$ cat config.mk
export PLATFORM = sky130hd
export DESIGN_NAME = terminal_display_width_counter_unit
export DESIGN_NICKNAME = d
export VERILOG_FILES = /design/src/rtl/core/tdw_pkg.sv /design/src/rtl/core/tdw_decode.sv /design/src/rtl/core/tdw_accum.sv /design/src/rtl/core/terminal_display_width_counter_unit.sv
export SDC_FILE = /design/constraint.sdc
export NUM_CORES = 1
export LEC_CHECK = 0
export ABC_AREA = 1
export BUFFER_PORTS_ARGS = -buffer_cell sky130_fd_sc_hd__buf_2
export CORE_UTILIZATION = 50
export CTS_CLUSTER_SIZE = 28
export DETAILED_ROUTE_END_ITERATION = 6
export MAX_ROUTING_LAYER = met4
export PLACE_DENSITY = 0.69
export SLEW_MARGIN = 0
export SYNTH_ARGS = -nofsm -noshare
export SYNTH_HDL_FRONTEND = slang
export SYNTH_SLANG_ARGS = --single-unit
$ cat constraint.sdc
create_clock -name clk -period 4.8 [get_ports clk]
set_clock_uncertainty 0.15 [all_clocks]
set_input_delay 0.24 -clock clk [delete_from_list [all_inputs] [get_ports clk]]
set_output_delay 0.24 -clock clk [all_outputs]
set_load 0.005 [all_outputs]
$ cat src/rtl/core/tdw_pkg.sv
// ----------------------------------------------------------------------------
// Terminal display width counter package
// Shared types and constants for the UTF-16 display width counter.
// ----------------------------------------------------------------------------
package tdw_pkg;

    localparam int TOTAL_BITS_DEFAULT = 16;

    localparam logic [15:0] ESC_UNIT      = 16'h001B;
    localparam logic [15:0] CSI_OPEN      = 16'h005B;
    localparam logic [15:0] CSI_FINAL_LO  = 16'h0040;
    localparam logic [15:0] CSI_FINAL_HI  = 16'h007E;
    localparam logic [15:0] HIGH_SURR_LO  = 16'hD800;
    localparam logic [15:0] HIGH_SURR_HI  = 16'hDBFF;
    localparam logic [15:0] LOW_SURR_LO   = 16'hDC00;
    localparam logic [15:0] LOW_SURR_HI   = 16'hDFFF;
    localparam logic [20:0] SUPP_BASE     = 21'h10000;

    typedef struct packed {
        logic [15:0] code_unit;
        logic        last;
    } tdw_in_t;

    typedef struct packed {
        logic [1:0]  added_width;
        logic [15:0] total_width;
        logic        saturated;
        logic        done_res;
    } tdw_out_t;

    typedef struct packed {
        logic       in_escape;
        logic       pending_escape;
        logic       pending_high;
        logic [9:0] high_payload;
    } tdw_parse_t;

    typedef struct packed {
        logic [1:0] added;
        tdw_parse_t parse_next;
    } tdw_step_t;

endpackage

$ cat src/rtl/core/tdw_decode.sv
// ----------------------------------------------------------------------------
// Code unit decoder
// Classifies one UTF-16 code unit against the escape and surrogate state and
// gives the columns it completes and the next parser state.
// ----------------------------------------------------------------------------
module tdw_decode
    import tdw_pkg::*;
(
    input  tdw_in_t    unit,
    input  tdw_parse_t parse,
    output tdw_step_t  step
);

    function automatic logic [1:0] bmp_width(input logic [15:0] u);
        logic zero;
        logic wide;
        begin
            zero = (u == 16'h0000) ||
                   (u >= 16'h200B && u <= 16'h200D) ||
                   (u == 16'hFEFF) ||
                   (u >= 16'h0300 && u <= 16'h036F);
            wide = (u >= 16'h1100 && u <= 16'h115F) ||
                   (u >= 16'h2E80 && u <= 16'h303E) ||
                   (u >= 16'h3041 && u <= 16'h33FF) ||
                   (u >= 16'h3400 && u <= 16'h4DBF) ||
                   (u >= 16'h4E00 && u <= 16'h9FFF) ||
                   (u >= 16'hA000 && u <= 16'hA4CF) ||
                   (u >= 16'hAC00 && u <= 16'hD7A3) ||
                   (u >= 16'hF900 && u <= 16'hFAFF) ||
                   (u >= 16'hFE30 && u <= 16'hFE4F) ||
                   (u >= 16'hFF00 && u <= 16'hFF60) ||
                   (u >= 16'hFFE0 && u <= 16'hFFE6);
            if (zero)
            begin
                bmp_width = 2'd0;
            end
            else if (wide)
            begin
                bmp_width = 2'd2;
            end
            else
            begin
                bmp_width = 2'd1;
            end
        end
    endfunction

    logic [15:0] u;
    logic [20:0] pair_cp;
    logic [1:0]  pair_width;
    logic        is_high;
    logic        is_low;
    logic        use_fresh;
    logic        flush;
    logic        end_flush;
    logic [1:0]  base;
    tdw_parse_t  nxt;

    assign u       = unit.code_unit;
    assign is_high = (u >= HIGH_SURR_LO) && (u <= HIGH_SURR_HI);
    assign is_low  = (u >= LOW_SURR_LO) && (u <= LOW_SURR_HI);
    assign pair_cp = SUPP_BASE + {1'b0, parse.high_payload, u[9:0]};

    always_comb
    begin
        if ((pair_cp >= 21'h1F300 && pair_cp <= 21'h1FAFF) ||
            (pair_cp >= 21'h20000 && pair_cp <= 21'h3FFFD))
        begin
            pair_width = 2'd2;
        end
        else
        begin
            pair_width = 2'd1;
        end
    end

    always_comb
    begin
        nxt       = parse;
        base      = 2'd0;
        flush     = 1'b0;
        use_fresh = 1'b0;
        if (parse.in_escape)
        begin
            if (u >= CSI_FINAL_LO && u <= CSI_FINAL_HI)
            begin
                nxt.in_escape = 1'b0;
            end
        end
        else if (parse.pending_escape)
        begin
            nxt.pending_escape = 1'b0;
            if (u == CSI_OPEN)
            begin
                nxt.in_escape = 1'b1;
            end
            else
            begin
                flush     = 1'b1;
                use_fresh = 1'b1;
            end
        end
        else if (parse.pending_high)
        begin
            nxt.pending_high = 1'b0;
            if (is_low)
            begin
                base = pair_width;
            end
            else
            begin
                flush     = 1'b1;
                use_fresh = 1'b1;
            end
        end
        else
        begin
            use_fresh = 1'b1;
        end

        if (use_fresh)
        begin
            if (u == ESC_UNIT)
            begin
                nxt.pending_escape = 1'b1;
            end
            else if (is_high)
            begin
                nxt.pending_high = 1'b1;
                nxt.high_payload = u[9:0];
            end
            else
            begin
                base = bmp_width(u);
            end
        end
    end

    assign end_flush = unit.last && (nxt.pending_escape || nxt.pending_high);

    assign step.added      = base + {1'b0, flush} + {1'b0, end_flush};
    assign step.parse_next = nxt;

endmodule

$ cat src/rtl/core/tdw_accum.sv
// ----------------------------------------------------------------------------
// Width accumulator
// Holds the parser state and the saturating column total, and registers the
// result of each request.
// ----------------------------------------------------------------------------
module tdw_accum
    import tdw_pkg::*;
#(
    parameter int TOTAL_BITS = TOTAL_BITS_DEFAULT
)
(
    input  logic       clk,
    input  logic       rst_n,
    input  logic       advance,
    input  logic       last,
    input  tdw_step_t  step,
    input  logic       result_stall,
    output tdw_parse_t parse,
    output logic       result_valid,
    output tdw_out_t   result
);

    tdw_parse_t              parse_reg;
    tdw_parse_t              parse_next;
    logic [TOTAL_BITS-1:0]   total_reg;
    logic [TOTAL_BITS-1:0]   total_next;
    logic                    over_reg;
    logic                    over_next;
    logic                    result_valid_reg;
    logic                    result_valid_next;
    tdw_out_t                result_reg;
    tdw_out_t                result_next;
    logic [TOTAL_BITS:0]     sum;
    logic [TOTAL_BITS-1:0]   total_sat;
    logic                    over_sat;
    logic [15:0]             report;

    assign sum       = {1'b0, total_reg} + (TOTAL_BITS+1)'(step.added);
    assign total_sat = sum[TOTAL_BITS] ? {TOTAL_BITS{1'b1}} : sum[TOTAL_BITS-1:0];
    assign over_sat  = over_reg | sum[TOTAL_BITS];

    generate
        if (TOTAL_BITS >= 16)
        begin : g_wide
            assign report = total_sat[15:0];
        end
        else
        begin : g_narrow
            assign report = {{(16-TOTAL_BITS){1'b0}}, total_sat};
        end
    endgenerate

    always_comb
    begin
        parse_next = parse_reg;
        total_next = total_reg;
        over_next  = over_reg;
        if (advance)
        begin
            if (last)
            begin
                parse_next = '0;
                total_next = '0;
                over_next  = 1'b0;
            end
            else
            begin
                parse_next = step.parse_next;
                total_next = total_sat;
                over_next  = over_sat;
            end
        end
    end

    always_comb
    begin
        result_next             = result_reg;
        result_valid_next       = result_valid_reg;
        if (advance)
        begin
            result_valid_next       = 1'b1;
            result_next.added_width = step.added;
            result_next.total_width = report;
            result_next.saturated   = over_sat;
            result_next.done_res    = last;
        end
        else if (!result_stall)
        begin
            result_valid_next = 1'b0;
        end
    end

    always_ff @(posedge clk or negedge rst_n)
    begin
        if (!rst_n)
        begin
            parse_reg        <= '0;
            total_reg        <= '0;
            over_reg         <= 1'b0;
            result_valid_reg <= 1'b0;
        end
        else
        begin
            parse_reg        <= parse_next;
            total_reg        <= total_next;
            over_reg         <= over_next;
            result_valid_reg <= result_valid_next;
        end
    end

    always_ff @(posedge clk)
    begin
        result_reg <= result_next;
    end

    assign parse        = parse_reg;
    assign result_valid = result_valid_reg;
    assign result       = result_reg;

endmodule

$ cat src/rtl/core/terminal_display_width_counter_unit.sv
// ----------------------------------------------------------------------------
// Terminal display width counter
// Counts terminal display columns of a UTF-16 string, one code unit per
// request, with escape sequences, surrogate pairs and a saturating total.
//
//   Channel   Direction   Handshake                    Payload
//   unit      in          unit_valid / unit_stall      tdw_in_t
//   result    out         result_valid / result_stall  tdw_out_t
//
// A request is registered at the input and its result is registered in the
// result register; a new request is taken every cycle unless the result stalls.
// The parser state and column total are registered together with the result.
// Reset clears the parser state, the total and both valid flags.
// A stalled result holds any request in the input register, and the input stalls only while
// it holds a request that cannot move on.
// ----------------------------------------------------------------------------
module terminal_display_width_counter_unit
    import tdw_pkg::*;
#(
    parameter int TOTAL_BITS = TOTAL_BITS_DEFAULT
)
(
    input  logic     clk,
    input  logic     rst_n,
    input  logic     unit_valid,
    output logic     unit_stall,
    input  tdw_in_t  unit_data,
    output logic     result_valid,
    input  logic     result_stall,
    output tdw_out_t result
);

    localparam logic [15:0] REPORT_MAX = (TOTAL_BITS >= 16) ? 16'hFFFF :
                                         16'((32'd1 << TOTAL_BITS) - 32'd1);

    logic       in_valid_reg;
    logic       in_valid_next;
    tdw_in_t    in_data_reg;
    tdw_in_t    in_data_next;
    logic       advance;
    tdw_parse_t parse;
    tdw_step_t  step;

    assign advance    = in_valid_reg && (!result_valid || !result_stall);
    assign unit_stall = in_valid_reg && !advance;

    always_comb
    begin
        in_valid_next = in_valid_reg;
        in_data_next  = in_data_reg;
        if (!unit_stall)
        begin
            in_valid_next = unit_valid;
            in_data_next  = unit_data;
        end
    end

    always_ff @(posedge clk or negedge rst_n)
    begin
        if (!rst_n)
        begin
            in_valid_reg <= 1'b0;
        end
        else
        begin
            in_valid_reg <= in_valid_next;
        end
    end

    always_ff @(posedge clk)
    begin
        in_data_reg <= in_data_next;
    end

    tdw_decode u_decode
    (
        .unit  (in_data_reg),
        .parse (parse),
        .step  (step)
    );

    tdw_accum #(
        .TOTAL_BITS (TOTAL_BITS)
    ) u_accum
    (
        .clk          (clk),
        .rst_n        (rst_n),
        .advance      (advance),
        .last         (in_data_reg.last),
        .step         (step),
        .result_stall (result_stall),
        .parse        (parse),
        .result_valid (result_valid),
        .result       (result)
    );

    // At most one of the escape and surrogate conditions is open at a time.
    assert property (@(posedge clk) disable iff (!rst_n)
        $onehot0({parse.in_escape, parse.pending_escape, parse.pending_high}))
        else $error("parser holds more than one open condition");

    // The end of a string leaves the parser clear.
    assert property (@(posedge clk) disable iff (!rst_n)
        (advance && in_data_reg.last) |=> (parse == '0))
        else $error("parser state not cleared after end of string");

    // Once saturated, the reported total sits at its maximum.
    assert property (@(posedge clk) disable iff (!rst_n)
        (result_valid && result.saturated) |-> (result.total_width == REPORT_MAX))
        else $error("saturated result does not report the maximum total");

    // A request moves to the result register only when that register is free.
    assert property (@(posedge clk) disable iff (!rst_n)
        (result_valid && result_stall) |-> !advance)
        else $error("result overwritten while stalled");

endmodule

# Word level (Yosys, flattened, before mapping)
# Cells that the tools add are included.
word_totals:
  reg_bits: 69
  output_inout_bits: 22
  elab_cells: 138
classes:
  add_sub_neg: 4
  order_cmp: 36
  n_eq_ne: 5
  muxes: 34
  bitwise: 1
  n_reduce_logical: 44
ops:
  columns: ["operator", "n"]
  rows:
  - ["$le 16x16->1 const B", 9]
  - ["$ge 16x16->1 const B", 8]
  - ["$ge 16x14->1 const B", 4]
  - ["$le 16x14->1 const B", 3]
  - ["$mux 16", 2]
  - ["$mux 2", 12]
  - ["$mux 11", 2]
  - ["$add 17x20->21 const A", 1]
  - ["$ge 21x17->1 const B", 1]
  - ["$ge 21x18->1 const B", 1]
  - ["$le 21x17->1 const B", 1]
  - ["$le 21x18->1 const B", 1]
  - ["$logic_and 1x1->1", 21]
  - ["$add 16x2->17", 1]
  - ["$eq 16x16->1 const B", 1]
  - ["$eq 16x5->1 const B", 1]
  - ["$eq 16x7->1 const B", 1]
  - ["$ge 16x10->1 const B", 1]
  - ["$ge 16x13->1 const B", 1]
  - ["$ge 16x15->1 const B", 1]
  - ["$ge 16x7->1 const B", 1]
  - ["$le 16x10->1 const B", 1]
  - ["$le 16x13->1 const B", 1]
  - ["$le 16x15->1 const B", 1]
  - ["13 further kinds", 47]

# Logic depth before layout (Yosys ltp)
depth:
  ltp_word: 22
  ltp_mapped: 29

# Cells and area by module
# A second synthesis with hierarchy kept.
hier_totals:
  cells_unflattened: 590
  hier_area_um2: 4468.0
by_module_without_submodules:
  columns: ["mod", "instances", "cells_per_inst", "area_each_um2", "seq_area_each_um2"]
  rows:
  - ["tdw_accum", 1, 227, 2289.7, 1376.3]
  - ["tdw_decode", 1, 340, 1619.1, 0.0]
  - ["terminal_display_width_counter_unit", 1, 23, 559.3, 535.5]

# Worst setup path before layout
# Ideal clock, no wire load.
synth_path:
  path_kind: "flip-flop to flip-flop"
  from: "reg in_data_reg[16] (netlist bit)"
  to: "reg u_accum.result_reg (netlist bit u_accum.result[14]), data pin"
  setup_ns: 0.256
  arrival_time_ns: 3.521
  required_time_ns: 4.394
  slack_ns: 0.873
  stages_incl_launch_ff: 21
  path_buffers: 0
  period_less_slack_ns: 3.927
  cell_sequence: "edfxtp_1 > nor2_2 > nand2_1 > nor2_1 > nand4_1 > nand3_2 > inv_1 > a22oi_1 > a21oi_1 > fa_1 > ha_1 > inv_1 > fa_1 > nor3_2 > nand3_2 > nor2_2 > nand2_1 > nor2_1 > nand3_1 > o21ai_1 > inv_1"
synth_lines:
  columns: ["element", "line", "text"]
  rows:
  - ["start, declared", "terminal_display_width_counter_unit.sv:38", "tdw_in_t in_data_reg;"]
  - ["start signal, assigned", "terminal_display_width_counter_unit.sv:72", "in_data_reg <= in_data_next;"]
  - ["end signal, assigned", "tdw_accum.sv:113", "result_reg <= result_next;"]
  - ["end, declared", "tdw_accum.sv:31", "tdw_out_t result_reg;"]

==> summary.md <==
- share of synthesized registers carrying an async set or reset: 46.38%
- fraction of the yosys area taken by sequential cells: 46.32%
- Antenna Cells: 0
- combined global-route utilization of all metal layers: 27.62%
- number of clock buffers inserted by TritonCTS: 9
- DR iter-0 viols: 296
- first-pass GRT wire length: 17,770 um
- area share of the largest cell type after synthesis: 26.92%
- worst-case vdd ir drop: 0.2054 mV
- GRT overflow: 0
- Top-Level Pins: 43
- category of the critical setup timing path: reg2reg
- worst min-delay path category: in2reg
- family with the most delay on the worst path: simple AND/OR/NAND/NOR gates
- synth-to-layout area growth: 18.70%
- antenna violations before repair: 0
- Cell Count Post-Placement: 662
- height of the die: 92.86 um
- Final nets: 624
- multiplexer share of the synthesized area: 0%
- kind of end point of the critical path: flop
- Die Wd: 92.86 um
- Final Slew Violations: 0
- number of clock sinks: 69
- parity-gate share of the synthesized area counting xor and xnor cells: 1.910%
- fraction of final layout cells sized beyond drive strength 1: 17.53%
- top post-synthesis cells by area: sky130_fd_sc_hd__edfxtp_1 (27%), sky130_fd_sc_hd__dfrtp_1 (19%), sky130_fd_sc_hd__nand2_1 (11%)
- most frequent cell after synthesis: sky130_fd_sc_hd__nand2_1
- starting density of the core: 52.60%
- Pleak: 0.002284 uW
- Max Cap Viol: 0
- die outline area: 0.008623 sq mm
- number of enable-type register cells in the synthesized netlist: 37
- arithmetic-cell share of the synthesized area counting full adders, half adders and majority gates: 2.789%
- power density relative to cell area: 313.5 mW/mm^2
- summed area of non-filler cells in the final layout: 0.004900 sq mm
- worst slack at placement: 0.1778 ns
- worst slew pin tran: 0.9094 ns
- critical-path maximum fanout: 4
- Final Critical Period: 4.454 ns
- Buf+Inv Stages, Crit Path: 3
- clock tree buffer depth: 2
- floorplan core area: 0.007848 sq mm
- Synth Instances: 522
- register bit total from synthesis: 69
- cell breakdown of the critical path: nor2_2, nand2_2, nor2_1, nand4_1, nand3_2, inv_1, a22oi_1, a21oi_1, fa_1, ha_1, inv_1, fa_1, nor3_2, nand3_2, nor2_2, nand2_1, nor2_1, nand3_1, o21ai_1, inv_1
- outcome: finished, final reports clean
- final setup TNS: 0 ns
- number of flip-flops under the largest register name: 20
- number of hold-slack violations in the final timing report: 0
- cell area after synthesis: 0.004128 sq mm
- Post-DP Area: 0.004448 sq mm
- maximum level of the CTS H-tree: 3
- DRC viols: 0
- count of port buffers added during placement: 42
- detailed-route wire length per cell: 15.26 um
- TritonCTS clock tree: done
- Setup violations, final: 0
- Critical Path Most Common Cell: sky130_fd_sc_hd__inv_1
- normalized max-slew margin: 39.23%
- vias in the first global route: 3,695
- required time of the critical path: 4.76 ns
- filler instances: 714
- largest net degree at the start of global routing: 35
- Compound-Gate Fraction of Synth Area: 8.245%
- non-filler cells in the finished layout: 701
- number of vias per cell after detailed routing: 5.337
- total nets after synthesis: 551
- most common library cells after synthesis: sky130_fd_sc_hd__nand2_1 (122), sky130_fd_sc_hd__inv_1 (77), sky130_fd_sc_hd__nor2_1 (59)
- distinct cell type count after synthesis: 40
- simple-gate portion of the synthesized area: 32.13%
- area leader, netlist: sky130_fd_sc_hd__edfxtp_1
- Root Buffer: sky130_fd_sc_hd__clkbuf_8
- clock-pin slew of the registers on the worst-case setup and hold paths: 0.08 ns
- residual antenna-violating net count after detailed routing: 0
- Synth Area per Inst: 7.907 sq um
- standard cell with the maximum stage delay on the critical path: sky130_fd_sc_hd__fa_1
- Peak Freq: 224.5 MHz
- cell row count: 32
- part of the cycle the worst path needs: 92.79%
- dominant synthesized flop cell: sky130_fd_sc_hd__edfxtp_1
- CP Data Arrival Time: 4.41 ns
- Placer Congestion: 0.9201
- CP startpoint kind: flop
- placed wire-length estimate after detailed placement: 7793 um
- warnings from Yosys: 0
- Worst Slack Setup Final: 0.3459 ns
- largest family of logic cells by synthesized area: simple AND/OR/NAND/NOR gates
- vias after detailed routing: 3,741
- stage delay of the slowest cell on the critical path: 0.58 ns
- Detailed Route WL: 10,690 um
- DR pass1 iterations: 5
- clock latency reported for the late side of the worst-skew pair: 0.35 ns
[layout make-up]
cell class | instances | area [sq um] | area share [%]
tap | 102 | 127.6 | 2.605
clock inverter | 4 | 46.29 | 0.9448
clock buffer | 11 | 152.6 | 3.115
timing repair buffer | 69 | 460.4 | 9.397
sequential | 69 | 1912 | 39.02
inverter | 84 | 315.3 | 6.435
multi-input combinational | 362 | 1886 | 38.48
[path summary, 6_finish.rpt]
kind | startpoint | depth (start not counted) | slack, ns | endpoint
worst max register to register | in_data_reg[12]$_DFFE_PN_ | 20 | 0.35 | u_accum.result[14]$_DFFE_PP_
min in group asynchronous | rst_n | 2 | 0.37 | u_accum.total_reg[7]$_DFFE_PN0P_
worst max-delay path | in_data_reg[12]$_DFFE_PN_ | 20 | 0.35 | u_accum.result[14]$_DFFE_PP_
max in group asynchronous | rst_n | 2 | 3.60 | u_accum.total_reg[14]$_DFFE_PN0P_
worst min register to register | in_data_reg[0]$_DFFE_PN_ | 0 | 0.37 | u_accum.result[0]$_DFFE_PP_
worst min-delay path | result_stall | 3 | 0.02 | u_accum.result_valid$_DFFE_PN0P_
[per-layer routing]
metal | up-vias | global-route usage, % | part of all wire (%)
met2 | 139 | 43.14 | 46
met4 | 0 | 7.692 | 1.1
met3 | 12 | 5.501 | 6.2
li1 | 1861 | - | -
met5 | - | - | 0
met1 | 1729 | 36.76 | 47
[metrics by stage]
stage                     power, uW  util, %  hold WS, ns
after floorplan               933.3        -      -0.2056
after global placement         1030    56.68       0.2268
after detailed placement       1033    56.68       0.2307
after CTS                      1535    61.64      0.01901
after global routing           1611    62.44      0.06250
final                          1536    62.44      0.02100
[worst register-to-register path, cell delays in order, from the launching register on]
cell and delay (ns):
sky130_fd_sc_hd__edfxtp_1 0.44, sky130_fd_sc_hd__nor2_2 0.23, sky130_fd_sc_hd__nand2_2 0.12, sky130_fd_sc_hd__nor2_1 0.22, sky130_fd_sc_hd__nand4_1 0.16, sky130_fd_sc_hd__nand3_2 0.13, sky130_fd_sc_hd__inv_1 0.07, sky130_fd_sc_hd__a22oi_1 0.19
sky130_fd_sc_hd__a21oi_1 0.13, sky130_fd_sc_hd__fa_1 0.58, sky130_fd_sc_hd__ha_1 0.18, sky130_fd_sc_hd__inv_1 0.06, sky130_fd_sc_hd__fa_1 0.41, sky130_fd_sc_hd__nor3_2 0.27, sky130_fd_sc_hd__nand3_2 0.15, sky130_fd_sc_hd__nor2_2 0.17
sky130_fd_sc_hd__nand2_1 0.10, sky130_fd_sc_hd__nor2_1 0.10, sky130_fd_sc_hd__nand3_1 0.07, sky130_fd_sc_hd__o21ai_1 0.20, sky130_fd_sc_hd__inv_1 0.08
[timing repair]
item                                   in CTS  in global routing
setup buffers                               0                  5
hold buffers                               19                  0
resized for setup                           0                  5
setup endpoints to repair                   0                 19
endpoints found under the hold margin      50                  0
[power by group]
part / switching (uW) / internal (uW)
Sequential: 44.4 / 693
Clock: 228 / 266
Combinational: 190 / 114
Total: 462 / 1070
[logic make-up after synthesis]
kind of cell    Yosys count
buf+inv                  91
flops                    69
compound gates           61
xor+xnor                  9
simple gates            284
fa+ha+maj                 8
[layout by cell type, fill, tap and decap left out, drive strengths merged]
cell / synthesis / layout
nand2: 131 / 131
inv: 84 / 84
nor2: 70 / 70
buf: 5 / 50
edfxtp: 37 / 37
nand3: 37 / 37
o21ai: 37 / 37
dfrtp: 32 / 32
dlygate4sd3: 0 / 19
nand4: 17 / 17
nor3: 17 / 17
clkbuf: 2 / 11
o22ai: 8 / 8
a21oi: 7 / 7
xor2: 7 / 7
ha: 6 / 6
or2: 5 / 5
o211ai: 3 / 3
nand3b: 3 / 3
nor4: 3 / 3
xnor2: 2 / 2
fa: 2 / 2
clkinv: 0 / 2
o2111ai: 1 / 1
o21bai: 1 / 1
nor3b: 1 / 1
a211oi: 1 / 1
a22oi: 1 / 1
o21a: 1 / 1
o41ai: 1 / 1
clkinvlp: 0 / 1
bufinv: 0 / 1
Power figures use the tool's default switching activity.
